### src/design/base32_decoder_validator_core_defines.svh
// assertion macros for the base32 decoder validator
`ifndef BASE32_DECODER_VALIDATOR_CORE_DEFINES_SVH
`define BASE32_DECODER_VALIDATOR_CORE_DEFINES_SVH

`ifndef SYNTHESIS
// property must hold at every clock edge out of reset
`define B32DV_ASSERT(lbl, clk, rst_n, prop, msg) \
  lbl: assert property (@(posedge clk) disable iff (!rst_n) (prop)) else $error(msg);
// condition must never be seen at a clock edge out of reset
`define B32DV_NEVER(lbl, clk, rst_n, cond, msg) \
  lbl: assert property (@(posedge clk) disable iff (!rst_n) !(cond)) else $error(msg);
`else
`define B32DV_ASSERT(lbl, clk, rst_n, prop, msg)
`define B32DV_NEVER(lbl, clk, rst_n, cond, msg)
`endif

`endif

### src/design/b32dv_pkg.sv
package b32dv_pkg;

  // status codes carried on every result
  typedef enum logic [2:0] {
    ST_OK             = 3'd0,
    ST_BAD_CHAR       = 3'd1,
    ST_BAD_PAD_POS    = 3'd2,
    ST_CHAR_AFTER_PAD = 3'd3,
    ST_BAD_LENGTH     = 3'd4
  } status_e;

  // classified character as queued between front and back
  typedef struct packed {
    logic [4:0] value;
    logic       is_pad;
    logic       is_bad;
    logic       final_char;
  } class_t;

endpackage

### src/design/b32dv_front.sv
module b32dv_front
  import b32dv_pkg::*;
(
  input  logic [7:0] character_i,
  input  logic       final_char_i,
  input  logic       in_valid_i,
  output logic       in_stall_o,
  input  logic       q_full_i,
  output logic       q_push_o,
  output class_t     q_data_o
);

  localparam logic [7:0] CharPad = 8'h3D;

  logic [7:0] diff_upper;
  logic [7:0] diff_lower;
  logic [7:0] diff_digit;

  always_comb begin
    diff_upper = character_i - 8'h41;
    diff_lower = character_i - 8'h61;
    diff_digit = character_i - 8'h18; // '2' maps to 26
    q_data_o.final_char = final_char_i;
    q_data_o.is_pad     = (character_i == CharPad);
    q_data_o.is_bad     = 1'b0;
    q_data_o.value      = 5'd0;
    if (character_i >= 8'h41 && character_i <= 8'h5A) begin
      q_data_o.value = diff_upper[4:0];
    end else if (character_i >= 8'h61 && character_i <= 8'h7A) begin
      q_data_o.value = diff_lower[4:0];
    end else if (character_i >= 8'h32 && character_i <= 8'h37) begin
      q_data_o.value = diff_digit[4:0];
    end else if (character_i == 8'h30) begin
      q_data_o.value = 5'd14; // '0' read as O
    end else if (character_i == 8'h31) begin
      q_data_o.value = 5'd11; // '1' read as L
    end else if (character_i == 8'h38) begin
      q_data_o.value = 5'd1;  // '8' read as B
    end else if (character_i != CharPad) begin
      q_data_o.is_bad = 1'b1;
    end
  end

  assign in_stall_o = q_full_i;
  assign q_push_o   = in_valid_i && !q_full_i;

endmodule

### src/design/b32dv_fifo.sv
`include "base32_decoder_validator_core_defines.svh"

module b32dv_fifo
  import b32dv_pkg::*;
#(
  parameter int Depth = 2
) (
  input  logic   clk_i,
  input  logic   rst_ni,
  input  logic   push_i,
  input  class_t push_data_i,
  output logic   full_o,
  input  logic   pop_i,
  output logic   valid_o,
  output class_t pop_data_o
);

  localparam int PtrW = (Depth > 1) ? $clog2(Depth) : 1;
  localparam int CntW = $clog2(Depth + 1);

  class_t            mem_q [Depth];
  logic [PtrW-1:0]   wr_ptr_q, wr_ptr_d;
  logic [PtrW-1:0]   rd_ptr_q, rd_ptr_d;
  logic [CntW-1:0]   count_q, count_d;

  always_comb begin
    wr_ptr_d = wr_ptr_q;
    rd_ptr_d = rd_ptr_q;
    count_d  = count_q;
    if (push_i) begin
      wr_ptr_d = (wr_ptr_q == PtrW'(Depth - 1)) ? '0 : wr_ptr_q + 1'b1;
    end
    if (pop_i) begin
      rd_ptr_d = (rd_ptr_q == PtrW'(Depth - 1)) ? '0 : rd_ptr_q + 1'b1;
    end
    if (push_i && !pop_i) begin
      count_d = count_q + 1'b1;
    end else if (pop_i && !push_i) begin
      count_d = count_q - 1'b1;
    end
  end

  always_ff @(posedge clk_i or negedge rst_ni) begin
    if (!rst_ni) begin
      wr_ptr_q <= '0;
      rd_ptr_q <= '0;
      count_q  <= '0;
    end else begin
      wr_ptr_q <= wr_ptr_d;
      rd_ptr_q <= rd_ptr_d;
      count_q  <= count_d;
    end
  end

  always_ff @(posedge clk_i) begin
    if (push_i) begin
      mem_q[wr_ptr_q] <= push_data_i;
    end
  end

  assign full_o     = (count_q == CntW'(Depth));
  assign valid_o    = (count_q != '0);
  assign pop_data_o = mem_q[rd_ptr_q];

  `B32DV_NEVER(a_no_push_full, clk_i, rst_ni, push_i && full_o, "push into full queue")
  `B32DV_NEVER(a_no_pop_empty, clk_i, rst_ni, pop_i && !valid_o, "pop from empty queue")
  `B32DV_ASSERT(a_count_range, clk_i, rst_ni, count_q <= CntW'(Depth), "queue count overrun")

endmodule

### src/design/b32dv_back.sv
`include "base32_decoder_validator_core_defines.svh"

module b32dv_back
  import b32dv_pkg::*;
(
  input  logic       clk_i,
  input  logic       rst_ni,
  input  logic       q_valid_i,
  input  class_t     q_data_i,
  output logic       q_pop_o,
  output logic [7:0] data_byte_o,
  output logic       byte_valid_o,
  output logic [2:0] status_o,
  output logic       end_of_string_o,
  output logic       out_valid_o,
  input  logic       out_stall_i
);

  logic [11:0] bit_buffer_q, bit_buffer_d;
  logic [3:0]  bit_count_q, bit_count_d;
  logic [2:0]  group_pos_q, group_pos_d;
  logic        pad_seen_q, pad_seen_d;
  status_e     error_q, error_d;

  logic        out_valid_q;
  logic [7:0]  data_byte_q, data_byte_d;
  logic        byte_valid_q, byte_valid_d;
  status_e     status_q, status_d;
  logic        eos_q;

  status_e     err;
  logic [11:0] buf_new;
  logic [3:0]  cnt_sum;
  logic [3:0]  cnt_left;
  logic [11:0] buf_shifted;
  logic [2:0]  gp_next;
  logic        pad_pos_ok;

  assign q_pop_o = q_valid_i && (!out_valid_q || !out_stall_i);

  always_comb begin
    bit_buffer_d = bit_buffer_q;
    bit_count_d  = bit_count_q;
    pad_seen_d   = pad_seen_q;
    err          = ST_OK;
    data_byte_d  = 8'd0;
    byte_valid_d = 1'b0;
    buf_new      = {bit_buffer_q[6:0], q_data_i.value};
    cnt_sum      = bit_count_q + 4'd5;
    cnt_left     = cnt_sum - 4'd8;
    buf_shifted  = buf_new >> cnt_left;
    gp_next      = group_pos_q + 3'd1;
    pad_pos_ok   = (group_pos_q == 3'd2) || (group_pos_q == 3'd4) ||
                   (group_pos_q == 3'd5) || (group_pos_q == 3'd7);

    if (pad_seen_q) begin
      if (!q_data_i.is_pad) begin
        err = ST_CHAR_AFTER_PAD;
      end else if (group_pos_q == 3'd0) begin
        err = ST_BAD_PAD_POS;
      end
    end else if (q_data_i.is_pad) begin
      if (!pad_pos_ok) begin
        err = ST_BAD_PAD_POS;
      end else if (error_q == ST_OK) begin
        pad_seen_d = 1'b1;
      end
    end else if (q_data_i.is_bad) begin
      err = ST_BAD_CHAR;
    end else if (error_q == ST_OK) begin
      bit_buffer_d = buf_new;
      bit_count_d  = cnt_sum;
      if (cnt_sum >= 4'd8) begin
        bit_count_d  = cnt_left;
        data_byte_d  = buf_shifted[7:0];
        byte_valid_d = 1'b1;
      end
    end

    error_d = (error_q == ST_OK && err != ST_OK) ? err : error_q;
    group_pos_d = gp_next;

    status_d = error_d;
    if (q_data_i.final_char && error_d == ST_OK && gp_next != 3'd0) begin
      status_d = ST_BAD_LENGTH;
    end

    // end of string: back to reset state
    if (q_data_i.final_char) begin
      bit_buffer_d = '0;
      bit_count_d  = '0;
      group_pos_d  = '0;
      pad_seen_d   = 1'b0;
      error_d      = ST_OK;
    end
  end

  always_ff @(posedge clk_i or negedge rst_ni) begin
    if (!rst_ni) begin
      bit_buffer_q <= '0;
      bit_count_q  <= '0;
      group_pos_q  <= '0;
      pad_seen_q   <= 1'b0;
      error_q      <= ST_OK;
      out_valid_q  <= 1'b0;
    end else begin
      if (q_pop_o) begin
        bit_buffer_q <= bit_buffer_d;
        bit_count_q  <= bit_count_d;
        group_pos_q  <= group_pos_d;
        pad_seen_q   <= pad_seen_d;
        error_q      <= error_d;
        out_valid_q  <= 1'b1;
      end else if (!out_stall_i) begin
        out_valid_q  <= 1'b0;
      end
    end
  end

  always_ff @(posedge clk_i) begin
    if (q_pop_o) begin
      data_byte_q  <= data_byte_d;
      byte_valid_q <= byte_valid_d;
      status_q     <= status_d;
      eos_q        <= q_data_i.final_char;
    end
  end

  assign data_byte_o     = data_byte_q;
  assign byte_valid_o    = byte_valid_q;
  assign status_o        = status_q;
  assign end_of_string_o = eos_q;
  assign out_valid_o     = out_valid_q;

  `B32DV_ASSERT(a_count_low, clk_i, rst_ni, bit_count_q < 4'd8, "bit count left at 8 or more")
  `B32DV_NEVER(a_held_code, clk_i, rst_ni,
    error_q == ST_BAD_LENGTH || error_q > ST_BAD_LENGTH, "length code held as error")
  `B32DV_ASSERT(a_byte_ok, clk_i, rst_ni,
    (out_valid_q && byte_valid_q) |->
      (status_q == ST_OK) || (status_q == ST_BAD_LENGTH && eos_q), "byte emitted after error")

endmodule

### src/design/base32_decoder_validator_core.sv
// path: a character beat, once taken, passes through the queue register and then the back stage's
// output register before its result beat appears on the outputs
// throughput: one character beat per cycle while neither side stalls, one result beat per character
// the rate is set by the bit buffer update in the back stage
// reset: rst_ni clears the queue, the decode state and the output register
// state also returns to reset after each beat marked as final
module base32_decoder_validator_core
  import b32dv_pkg::*;
#(
  parameter int QueueDepth = 2
) (
  input  logic       clk_i,
  input  logic       rst_ni,
  // character channel
  input  logic       in_valid_i,
  output logic       in_stall_o,
  input  logic [7:0] character_i,
  input  logic       final_char_i,
  // result channel
  output logic       out_valid_o,
  input  logic       out_stall_i,
  output logic [7:0] data_byte_o,
  output logic       byte_valid_o,
  output logic [2:0] status_o,
  output logic       end_of_string_o
);

  // front to queue
  logic   q_push;
  logic   q_full;
  class_t q_wdata;
  // queue to back
  logic   q_pop;
  logic   q_valid;
  class_t q_rdata;

  // front: maps each character to its 5-bit value, flags pad and bad characters
  b32dv_front u_front (
    .character_i  (character_i),
    .final_char_i (final_char_i),
    .in_valid_i   (in_valid_i),
    .in_stall_o   (in_stall_o),
    .q_full_i     (q_full),
    .q_push_o     (q_push),
    .q_data_o     (q_wdata)
  );

  // short queue so that input and output stall independently
  b32dv_fifo #(
    .Depth (QueueDepth)
  ) u_fifo (
    .clk_i       (clk_i),
    .rst_ni      (rst_ni),
    .push_i      (q_push),
    .push_data_i (q_wdata),
    .full_o      (q_full),
    .pop_i       (q_pop),
    .valid_o     (q_valid),
    .pop_data_o  (q_rdata)
  );

  // back: bit packing, padding and length checks, registered result beat
  b32dv_back u_back (
    .clk_i           (clk_i),
    .rst_ni          (rst_ni),
    .q_valid_i       (q_valid),
    .q_data_i        (q_rdata),
    .q_pop_o         (q_pop),
    .data_byte_o     (data_byte_o),
    .byte_valid_o    (byte_valid_o),
    .status_o        (status_o),
    .end_of_string_o (end_of_string_o),
    .out_valid_o     (out_valid_o),
    .out_stall_i     (out_stall_i)
  );

endmodule

### config.mk
export PLATFORM = sky130hd
export DESIGN_NAME = base32_decoder_validator_core
export DESIGN_NICKNAME = d
export VERILOG_FILES = /design/src/design/b32dv_pkg.sv /design/src/design/b32dv_front.sv /design/src/design/b32dv_fifo.sv /design/src/design/b32dv_back.sv /design/src/design/base32_decoder_validator_core.sv
export VERILOG_INCLUDE_DIRS = /design/src /design/src/design
export SDC_FILE = /design/constraint.sdc
export NUM_CORES = 1
export LEC_CHECK = 0
export ABC_AREA = 1
export BUFFER_PORTS_ARGS = -buffer_cell sky130_fd_sc_hd__buf_2
export CORE_UTILIZATION = 30
export DETAILED_ROUTE_END_ITERATION = 7
export GPL_TIMING_DRIVEN = 0
export SLEW_MARGIN = 20
export SYNTH_ARGS = -nofsm -noshare
export SYNTH_HDL_FRONTEND = slang
export SYNTH_SLANG_ARGS = --single-unit
### constraint.sdc
create_clock -name clk_i -period 3.82 [get_ports clk_i]
set_input_delay 0.191 -clock clk_i [delete_from_list [all_inputs] [get_ports clk_i]]
set_output_delay 0.191 -clock clk_i [all_outputs]
set_load 0.05 [all_outputs]
### Word level (Yosys, flattened, before mapping)

Memory sizes are Yosys's and may differ from the RTL's.
Index checks and enable logic that the tools add are counted.

* register bits after elaboration: 36
* RAM bits: 16
* input bits: 13
* output and inout bits: 15
* logic and storage cells: 125
* memories: 1

Memories
* u_fifo.mem_q: words 2, bits a word 8, read ports 1, clocked after Yosys merged registers in 0, write ports 1, RTL line b32dv_fifo.sv:21 `class_t mem_q [Depth];`

* add/subtract/negate cells: 10
* magnitude comparators: 7
* eq/ne operators: 14
* shift operators: 1
* multiplexer cells: 47
* bitwise logic cells: 2
* reduce and logical (&&, ||, !) cells: 30

Operators by type and width (count)
* two-way mux 7 bit: 5
* == test 8 x 6 -> 1 bit, second input constant: 4
* two-way mux 5 bit: 5
* two-way mux 4 bit: 6
* two-way mux 1 bit: 21
* two-way mux 3 bit: 6
* >= comparator 8 x 7 -> 1 bit, second input constant: 2
* <= comparator 8 x 7 -> 1 bit, second input constant: 2
* >> shifter 12 x 4 -> 8 bit: 1
* logical AND 1 bit: 10
* subtractor 5 x 1 -> 5 bit, second input constant: 2
* == test 3 bit, second input constant: 3
* logical NOT 3 bit: 3
* >= comparator 8 x 6 -> 1 bit, second input constant: 1
* <= comparator 8 x 6 -> 1 bit, second input constant: 1
* two-way mux 2 bit: 4
* != test 8 x 6 -> 1 bit, second input constant: 1
* != test 2 x 1 -> 1 bit, second input constant: 3
* nonzero test 2 bit: 3
* nonzero test 3 bit: 2
* logical NOT 1 bit: 5
* AND reduction 5 bit: 1
* OR reduction 5 bit: 1
* subtractor 5 bit, second input constant: 1
* 13 further kinds: 18

### Depth between registers and ports, before layout

Gate-level depths: netlist (run 1).

* depth after elaboration: 13
* gate-level depth with buffers: 10

### Cells and area by module

From an unflattened synthesis (run 1), not the netlist that was laid out.

* cells, all modules: 387
* area total of the unflattened synthesis: 3273.1 um2

By module, submodules not included
* b32dv_back: times used 1, cells each 222, area each 1835.5 um2, sequential area each 865.8 um2
* b32dv_fifo: times used 1, cells each 50, area each 818.3 um2, sequential area each 580.6 um2
* b32dv_front: times used 1, cells each 115, area each 619.3 um2, sequential area each 0.0 um2

### Worst setup path before layout (run 1)

No wires, ideal clock.

* path type: reg2reg
* from: reg u_back.out_valid_q (netlist: u_back.out_valid_o)
* to: reg u_fifo.count_q[1]
* arrival: 1.529 ns
* data required time: 3.689 ns
* path slack: 2.161 ns
* cell stages (with the launch flop): 7
* path buffers: 0
* period minus slack after synthesis: 1.659 ns
* cell sequence: dfrtp_1 > nand2_1 > o21ai_2 > ha_1 > a21oi_1 > o21ai_0 > xor2_1

* word-level cells in the longest chain between the ends: 6
* elaborated cells on any way between the ends: 8

Ends and longest elaborated chain
* start, declared: RTL line b32dv_back.sv:25 `logic out_valid_q;`
* start signal, assigned: RTL line b32dv_back.sv:105 `out_valid_q <= 1'b0;`
* start signal, assigned: RTL line b32dv_back.sv:113 `out_valid_q <= 1'b1;`
* start signal, assigned: RTL line b32dv_back.sv:115 `out_valid_q <= 1'b0;`
* logical NOT 1 bit *: RTL line b32dv_back.sv:39 `assign q_pop_o = q_valid_i && (!out_valid_q || !out_stall_i);`
* logical OR 1 bit *: RTL line b32dv_back.sv:39
* logical AND 1 bit *: RTL line b32dv_back.sv:39
* logical NOT 1 bit: RTL line b32dv_fifo.sv:36 `if (push_i && !pop_i) begin`
* logical AND 1 bit: RTL line b32dv_fifo.sv:36
* two-way mux 2 bit or nonzero test 2 bit (tied branches)
* end signal, assigned: RTL line b32dv_fifo.sv:51 `count_q <= count_d;`
* end, declared: RTL line b32dv_fifo.sv:24 `logic [CntW-1:0] count_q, count_d;`

Every way passes the cells marked *; elsewhere a longest branch is shown, timed or not.
A chain may end at the register's enable or synchronous reset.

### Worst setup path in the final report (run 1)

* from: reg u_back.bit_count_q[0]
* to: reg u_back.data_byte_q[2] (netlist: u_back.data_byte_o[2]), data pin

* word-level cells in the longest chain between the ends: 4
* elaborated cells on any way between the ends: 6

Ends and longest elaborated chain
* start, declared: RTL line b32dv_back.sv:20 `logic [3:0] bit_count_q, bit_count_d;`
* start signal, assigned: RTL line b32dv_back.sv:109 `bit_count_q <= bit_count_d;`
* adder 4 x 3 -> 4 bit *: RTL line b32dv_back.sv:49 `cnt_sum = bit_count_q + 4'd5;`
* branches (longest 3 deep; another with subtractor 4 bit)
* end signal, assigned: RTL line b32dv_back.sv:122 `data_byte_q <= data_byte_d;`
* end, declared: RTL line b32dv_back.sv:26 `logic [7:0] data_byte_q, data_byte_d;`

Every way passes the cells marked *.

==> results of run 1 <==
-- worst paths after layout --
check,from,endpoint,cells past startpoint
hold reg to reg,u_back.out_valid_o,u_back.out_valid_o,2
setup reg to reg,u_back.bit_count_q[0],u_back.data_byte_o[2],7
setup / recovery,u_back.bit_count_q[0],u_back.data_byte_o[2],7
hold / removal,final_char_i,u_fifo.mem_q[1][0],1
max in group asynchronous,rst_ni,u_back.bit_buffer_q[2],2
min in group asynchronous,rst_ni,u_fifo.wr_ptr_q,2
-- synthesized netlist by cell type (2+ instances only) --
cell	n
inv_1	32
nor2_4	2
and2_1	5
xor2_1	6
a21oi_1	9
edfxtp_1	29
buf_2	4
nor2_1	27
inv_2	6
nand2_1	93
a21oi_2	4
o21ai_0	14
o21ai_1	18
inv_4	2
nand3_1	46
nand2_4	2
nor2_2	4
dfrtp_1	23
ha_1	12
nand4_1	7
-- worst reg2reg max path, delay by kind of cell (launching register included) --
family,cells,cell delay [ns]
buffers and inverters,1,0.40
adders and majority gates,1,0.39
and+or+nand+nor,4,0.41
AOI/OAI and AO/OA,1,0.05
DFF,1,0.44
-- metrics by stage --
stage / instances / hold WS (ns) / power, mW / cell area [sq um]
floorplan: 360 / -0.105 / 1.93 / 3040
global placement: 519 / 0.200 / 2.18 / 3340
detailed placement: 519 / 0.206 / 2.21 / 3340
CTS: 528 / 0.0658 / 2.53 / 3440
global route: 528 / 0.0569 / 2.73 / 3440
finish: 528 / 0.0636 / 2.52 / 3440
-- cell type report --
class                   count  share of cell area
clock buffers               5              0.0200
flip-flops and latches     52               0.420
multi-input cells         262               0.410
plain buffers               6             0.00909
repair buffers             27              0.0407
inverters                  40              0.0451
well taps                 133              0.0483
clock inverters             3             0.00654
-- metal layers --
metal,share of wire,GRT usage,vias to the layer above
met5,0,0,-
met4,0.0079,0.0325,0
met3,0.050,0.0244,4
met2,0.47,0.209,58
met1,0.47,0.159,1085
li1,-,-,1266
-- power by group --
| group | internal [mW] | switching, mW | total, mW |
|---|---|---|---|
| Combinational | 0.353 | 0.937 | 1.29 |
| Clock | 0.132 | 0.192 | 0.324 |
| Sequential | 0.814 | 0.0895 | 0.904 |
| Total | 1.30 | 1.22 | 2.52 |
-- placed cells by master, fill, tap and decap left out, drive strengths merged --
cell type     n
a21oi        13
xor2          8
mux2i         1
nor2         33
ha           12
nand4         8
o21ai        33
nand3        47
a22oi         1
buf          31
clkbuf        6
o211ai        1
xnor2         1
clkinv        2
inv          41
edfxtp       29
dlygate4sd3   1
nor3          1
and2          5
nand2        96
o21bai        1
dfrtp        23
o211a         1
-- cells by family (layout without fill, tap and decap cells) --
family | count (synthesis) | count (layout) | share of synthesized area
xor+xnor | 9 | 9 | 0.0345
mux | 1 | 1 | 0.00329
simple gates | 190 | 190 | 0.284
flops | 52 | 52 | 0.475
fa+ha+maj | 12 | 12 | 0.0493
compound gates | 50 | 50 | 0.0925
buf+inv | 46 | 81 | 0.0612
-- sequential cells by signal (all words and copies together) (netlist names), 2 cells and up --
signal and cells:
u_back.bit_buffer_q 7, u_fifo.count_q 2, u_back.bit_count_q 4, u_back.error_q 3
u_back.group_pos_q 3, u_back.data_byte_o 8, u_fifo.mem_q 16, u_back.status_o 3
==> metrics.md, run 1 <==
| Metric | Value |
|---|---|
| Reg-to-reg slack, setup | `1.91 ns` |
| Clock root buffer | `clkbuf_8` |
| Clock slew at reported path FFs | `0.11 ns` |
| Die footprint | `10,600 sq um` |
| Hold_buf cts | `1` |
| Share of cells above drive strength 1 | `0.167` |
| Worst-Skew Late Latency | `0.31 ns` |
| WL/cell | `11.0 microns` |
| Yosys cell types | `35` |
| Setup slack after layout | `1.91 ns` |
| Mapped Cells | `360` |
| Post_cts resized | `0` |
| Total gr overflow | `0` |
| Critical path launch point type | `flip-flop` |
| PwrDens | `731 nW/um^2` |
| Syn Area/Cell | `8.46 sq um` |
| DRT Pass-1 Iters | `4` |
| DRC | `0` |
| EDFF count, synth | `29` |
| Worst-path cell chain | `ha_1, clkbuf_1, nand3_1, nand3_1, nand2_1, nand2_1, a21oi_2` |
| Worst path bufs/invs | `1` |
| Largest net degree at the start of global routing | `24` |
| Seq/Total Area, Yosys | `0.475` |
| P&R area growth vs syn | `13.1%` |
| Post-synthesis net count | `385` |
| Die W | `103 microns` |
| Num CTS Buffers | `5` |
| First-pass GRT wire length | `10,200 microns` |
| Row cnt | `36` |
| Clock Path Buffers | `2` |
| Routability Congestion | `0.896` |
| Crit Path Class | `flip-flop to flip-flop` |
| Crit path max-delay family | `flip-flops` |
| Cell area after synthesis | `3040 sq um` |
| Drt via density | `4.57` |
| Status | `finished, final reports clean` |
| Nature of the critical path endpoint | `flip-flop` |
| Dominant cell type by area after synthesis | `edfxtp_1` |
| Setup WS pre-CTS | `1.96 ns` |
| Vias in the first global route | `2,216` |
| MaxCap Viol Count | `0` |
| H-Tree Depth | `2` |
| Final setup TNS | `0 ns` |
| Critical path required time | `3.90 ns` |
| CTS tree | `yes` |
| Dpl hpwl | `4440 microns` |
| HP Class | `input pin to flip-flop` |
| Initial antenna violation count | `0` |
| Tot GR Track Use | `0.123` |
| Period utilization | `0.500` |
| RSZ-0062 raised after global routing | `false` |
| Nets | `419` |
| Vias after detailed routing | `2,413` |
| Routed wire length | `5830 microns` |
| Register area | `1450 sq um` |
| Leak pwr | `1.56 nW` |
| Core Util, Final | `0.351` |
| Io pins | `28` |
| Clock skew | `0.0155 ns` |
| Warnings from Yosys | `0` |
| DR iter-0 viols | `85` |
| Synth area leaders | `edfxtp_1 29%, dfrtp_1 19%, nand2_1 11%` |
| Fillers | `1,047` |
| Slowest cell on the critical path | `dfrtp_1` |
| # diodes | `0` |
| F_max | `524 MHz` |
| VDD IR max | `257 uV` |
| Multi-input gate area | `1410 sq um` |
| Relative slew margins | `0.538` |
| Slew at the pin with the worst max-slew slack | `0.690 ns` |
| Fin. Hold Viols | `0` |
| Port Buffer Count | `26` |
| Setup bufs post-CTS | `0` |
| #FFs+latches synth | `52` |
| Fin crit period | `1.91 ns` |
| CP Max Fanout | `10` |
| Sink Count | `52` |
| # setup viols final | `0` |
| Die Height | `103 microns` |
| Starting Density | `0.310` |
| CP arrival | `1.98 ns` |
| Top-area cell type share of the netlist area | `0.286` |
| Routed Antenna Nets | `0` |
| Slew Limit Fails | `0` |
| Area of the core | `9820 sq um` |
| Ys async rst share | `0.442` |
| Most used flip-flop cell after synthesis | `edfxtp_1` |
| Crit-path max cell delay | `0.44 ns` |
(Power assumes the default switching activity.)
==> run 2: changes to the inputs <==
==> constraint.sdc (replaced) <==
create_clock -name clk_i -period 1.85 [get_ports clk_i]
set_input_delay 0.0925 -clock clk_i [delete_from_list [all_inputs] [get_ports clk_i]]
set_output_delay 0.0925 -clock clk_i [all_outputs]
set_load 0.05 [all_outputs]
==> run 2 against run 1 <==
Critical path depth decreased by 1. Maximum frequency rose by 10%. Setup slack got worse by 1.8 ns. Largest power group unchanged. Highest routed layer unchanged.
==> metrics.md, run 2 (synthesized netlist as in run 1, its figures left out) <==
| Metric | Value |
|---|---|
| Hold_ws | `0.00517 ns (-0.0585 ns)` |
| Clock slew at reported path FFs | `0.11 ns (about the same)` |
| CP Max Fanout | `10 (unchanged)` |
| Vias after detailed routing | `2,419 (+0.25%)` |
| Largest register FFs | `16 (unchanged)` |
| Share of cells above drive strength 1 | `0.169 (+0.00210)` |
| Critical path required time | `2.03 ns (-1.87 ns)` |
| MaxCap Viol Count | `0 (unchanged)` |
| Worst flop-to-flop path startpoint | `u_back.bit_count_q[0]` |
| Relative slew margins | `0.539 (+0.00113)` |
| Cell-internal power | `2.69 mW (+110%)` |
| Critical path launch point type | `flip-flop` |
| Dpl hpwl | `4440 microns (unchanged)` |
| Met3 usage | `0.0244 (unchanged)` |
| HP Class | `input pin to flip-flop` |
| PwrDens | `1510 nW/um^2 (+110%)` |
| Fin. Hold Viols | `0 (unchanged)` |
| # setup viols final | `0 (unchanged)` |
| Worst R2R Path Depth | `6 (-1)` |
| Tot GR Track Use | `0.123 (-0.000145)` |
| Row cnt | `36 (unchanged)` |
| Hold path cells | `3 (+2)` |
| Total gr overflow | `0 (unchanged)` |
| Io pins | `28 (unchanged)` |
| Hold wc startpoint | `out_stall_i` |
| Fin crit period | `1.73 ns (-0.178 ns)` |
| Period utilization | `0.936 (+0.436)` |
| P&R area growth vs syn | `13.5%` |
| Sw Ratio | `0.483 (-0.000695)` |
| Crit Path Class | `flip-flop to flip-flop` |
| Starting Density | `0.310 (unchanged)` |
| DR iter-0 viols | `128 (+51%)` |
| Die Height | `103 microns (unchanged)` |
| Drt via density | `4.57 (about the same)` |
| Reg power frac | `0.358 (about the same)` |
| Port Buffer Count | `26 (unchanged)` |
| Leading cell type in the layout, fill and taps excluded | `nand2_1` |
| Endpoint, Worst Hold | `u_back.out_valid_o` |
| Reg-to-reg slack, setup | `0.12 ns (-1.79 ns)` |
| Biggest register | `u_fifo.mem_q` |
| Die footprint | `10,600 sq um (unchanged)` |
| Routed Antenna Nets | `0 (unchanged)` |
| # diodes | `0 (unchanged)` |
| CTS tree | `yes` |
| Worst-Skew Late Latency | `0.32 ns (about the same)` |
| Setup bufs post-CTS | `0 (unchanged)` |
| Leak pwr | `1.57 nW (+0.50%)` |
| Nets | `420 (+0.24%)` |
| Clock Path Buffers | `2 (unchanged)` |
| Routed wire length | `5820 microns (-0.14%)` |
| Num CTS Buffers | `5 (unchanged)` |
| Clock skew | `0.0156 ns (+0.000130 ns)` |
| CP arrival | `1.91 ns (-0.07 ns)` |
| Routability Congestion | `0.896 (unchanged)` |
| Vias in the first global route | `2,208 (-0.36%)` |
| DRT Pass-1 Iters | `4 (unchanged)` |
| Setup slack after layout | `0.119 ns (-1.79 ns)` |
| Slew Limit Fails | `0 (unchanged)` |
| Most Crowded Layer GR | `met2` |
| Register area | `1450 sq um (unchanged)` |
| Clock root buffer | `clkbuf_8` |
| Initial antenna violation count | `0 (unchanged)` |
| DRC | `0 (unchanged)` |
| Nature of the critical path endpoint | `flip-flop` |
| Total power | `5.22 mW (+110%)` |
| First-pass GRT wire length | `10,200 microns (-0.14%)` |
| Multi-input gate area | `1410 sq um (unchanged)` |
| Status | `finished, final reports clean` |
| Fillers | `1,047 (unchanged)` |
| Die W | `103 microns (unchanged)` |
| VDD IR max | `533 uV (+110%)` |
| Setup WS pre-CTS | `-0.0149 ns (-1.97 ns)` |
| H-Tree Depth | `2 (unchanged)` |
| Slew at the pin with the worst max-slew slack | `0.688 ns (-0.00169 ns)` |
| Sink Count | `52 (unchanged)` |
| F_max | `578 MHz (+10%)` |
| P_sw | `2.52 mW (+110%)` |
| WL/cell | `11.0 microns (-0.33%)` |
| Largest net degree at the start of global routing | `24 (unchanged)` |
| RSZ-0062 raised after global routing | `false` |
| Commonest cells after routing, fill and taps aside | `93 x nand2_1, 46 x nand3_1, 32 x inv_1` |
| Comb power frac | `0.513 (about the same)` |
| Met1 Use GR | `0.160 (+0.000426)` |
| Area of the core | `9820 sq um (unchanged)` |
| Clock power share | `0.129 (about the same)` |
| Worst flop-to-flop path endpoint | `u_back.data_byte_o[0]` |
| GR Util met2 | `0.208 (-0.00103)` |
## run 2: worst max-delay path: stages (launching register included)
cell	delay (ns)
dfrtp_1	0.44
ha_1	0.28
xor2_4	0.37
inv_4	0.11
nor2_4	0.17
nand2_1	0.08
a21oi_2	0.14
## run 2: worst max path at each step
| stage | from | endpoint | slack [ns] | cells after the start |
|---|---|---|---|---|
| 2_1_floorplan | u_back.out_valid_o | u_fifo.count_q[1] | 0.19 | 6 |
| 3_3_place_gp | u_back.bit_count_q[0] | u_back.data_byte_o[2] | -0.02 | 7 |
| 3_5_place_dp | u_back.bit_count_q[0] | u_back.data_byte_o[5] | -0.01 | 7 |
| 4_1_cts | u_fifo.count_q[0] | u_fifo.count_q[1] | 0.09 | 6 |
| 5_1_grt | u_back.bit_count_q[0] | u_back.data_byte_o[3] | 0.009 | 6 |
| 6_report | u_back.bit_count_q[0] | u_back.data_byte_o[0] | 0.12 | 6 |
## run 2: cell type report
cell class,instances,share of cell area
Buffer,6,0.0101
Clock buffer,5,0.0199
Clock inverter,3,0.00652
Inverter,40,0.0449
Multi-Input combinational cell,262,0.408
Sequential cell,52,0.419
Tap cell,133,0.0482
Timing Repair Buffer,28,0.0434
## run 2: power groups by stage
stage	Combinational, mW	Sequential [mW]	Clock, mW
after floorplan	1.62	2.36	0
after global placement	2.63	1.88	0
after detailed placement	2.67	1.90	0
after CTS	2.68	1.87	0.684
after global routing	3.00	1.92	0.724
final	2.68	1.87	0.671
## run 2: routing by layer
| metal | wire length, microns | share of wire |
|---|---|---|
| met4 | 46 | 0.0079 |
| met2 | 2750 | 0.47 |
| met1 | 2730 | 0.47 |
| met3 | 294 | 0.051 |
| met5 | 0 | 0 |
## run 2: timing repair
action / in CTS / in global routing
resized for setup: 1 / 3
hold buffers: 2 / 0
setup endpoints to repair: 5 / 4
endpoints found under the hold margin: 25 / 0
## run 2: through the flow
stage               utilization  area (sq um)  cells  TNS, ns
detailed placement        0.340          3340    519  -0.0268
global route              0.352          3460    529        0
global placement          0.340          3340    519  -0.0671
floorplan                     -          3040    360        0
finish                    0.352          3460    529        0
CTS                       0.352          3450    529        0
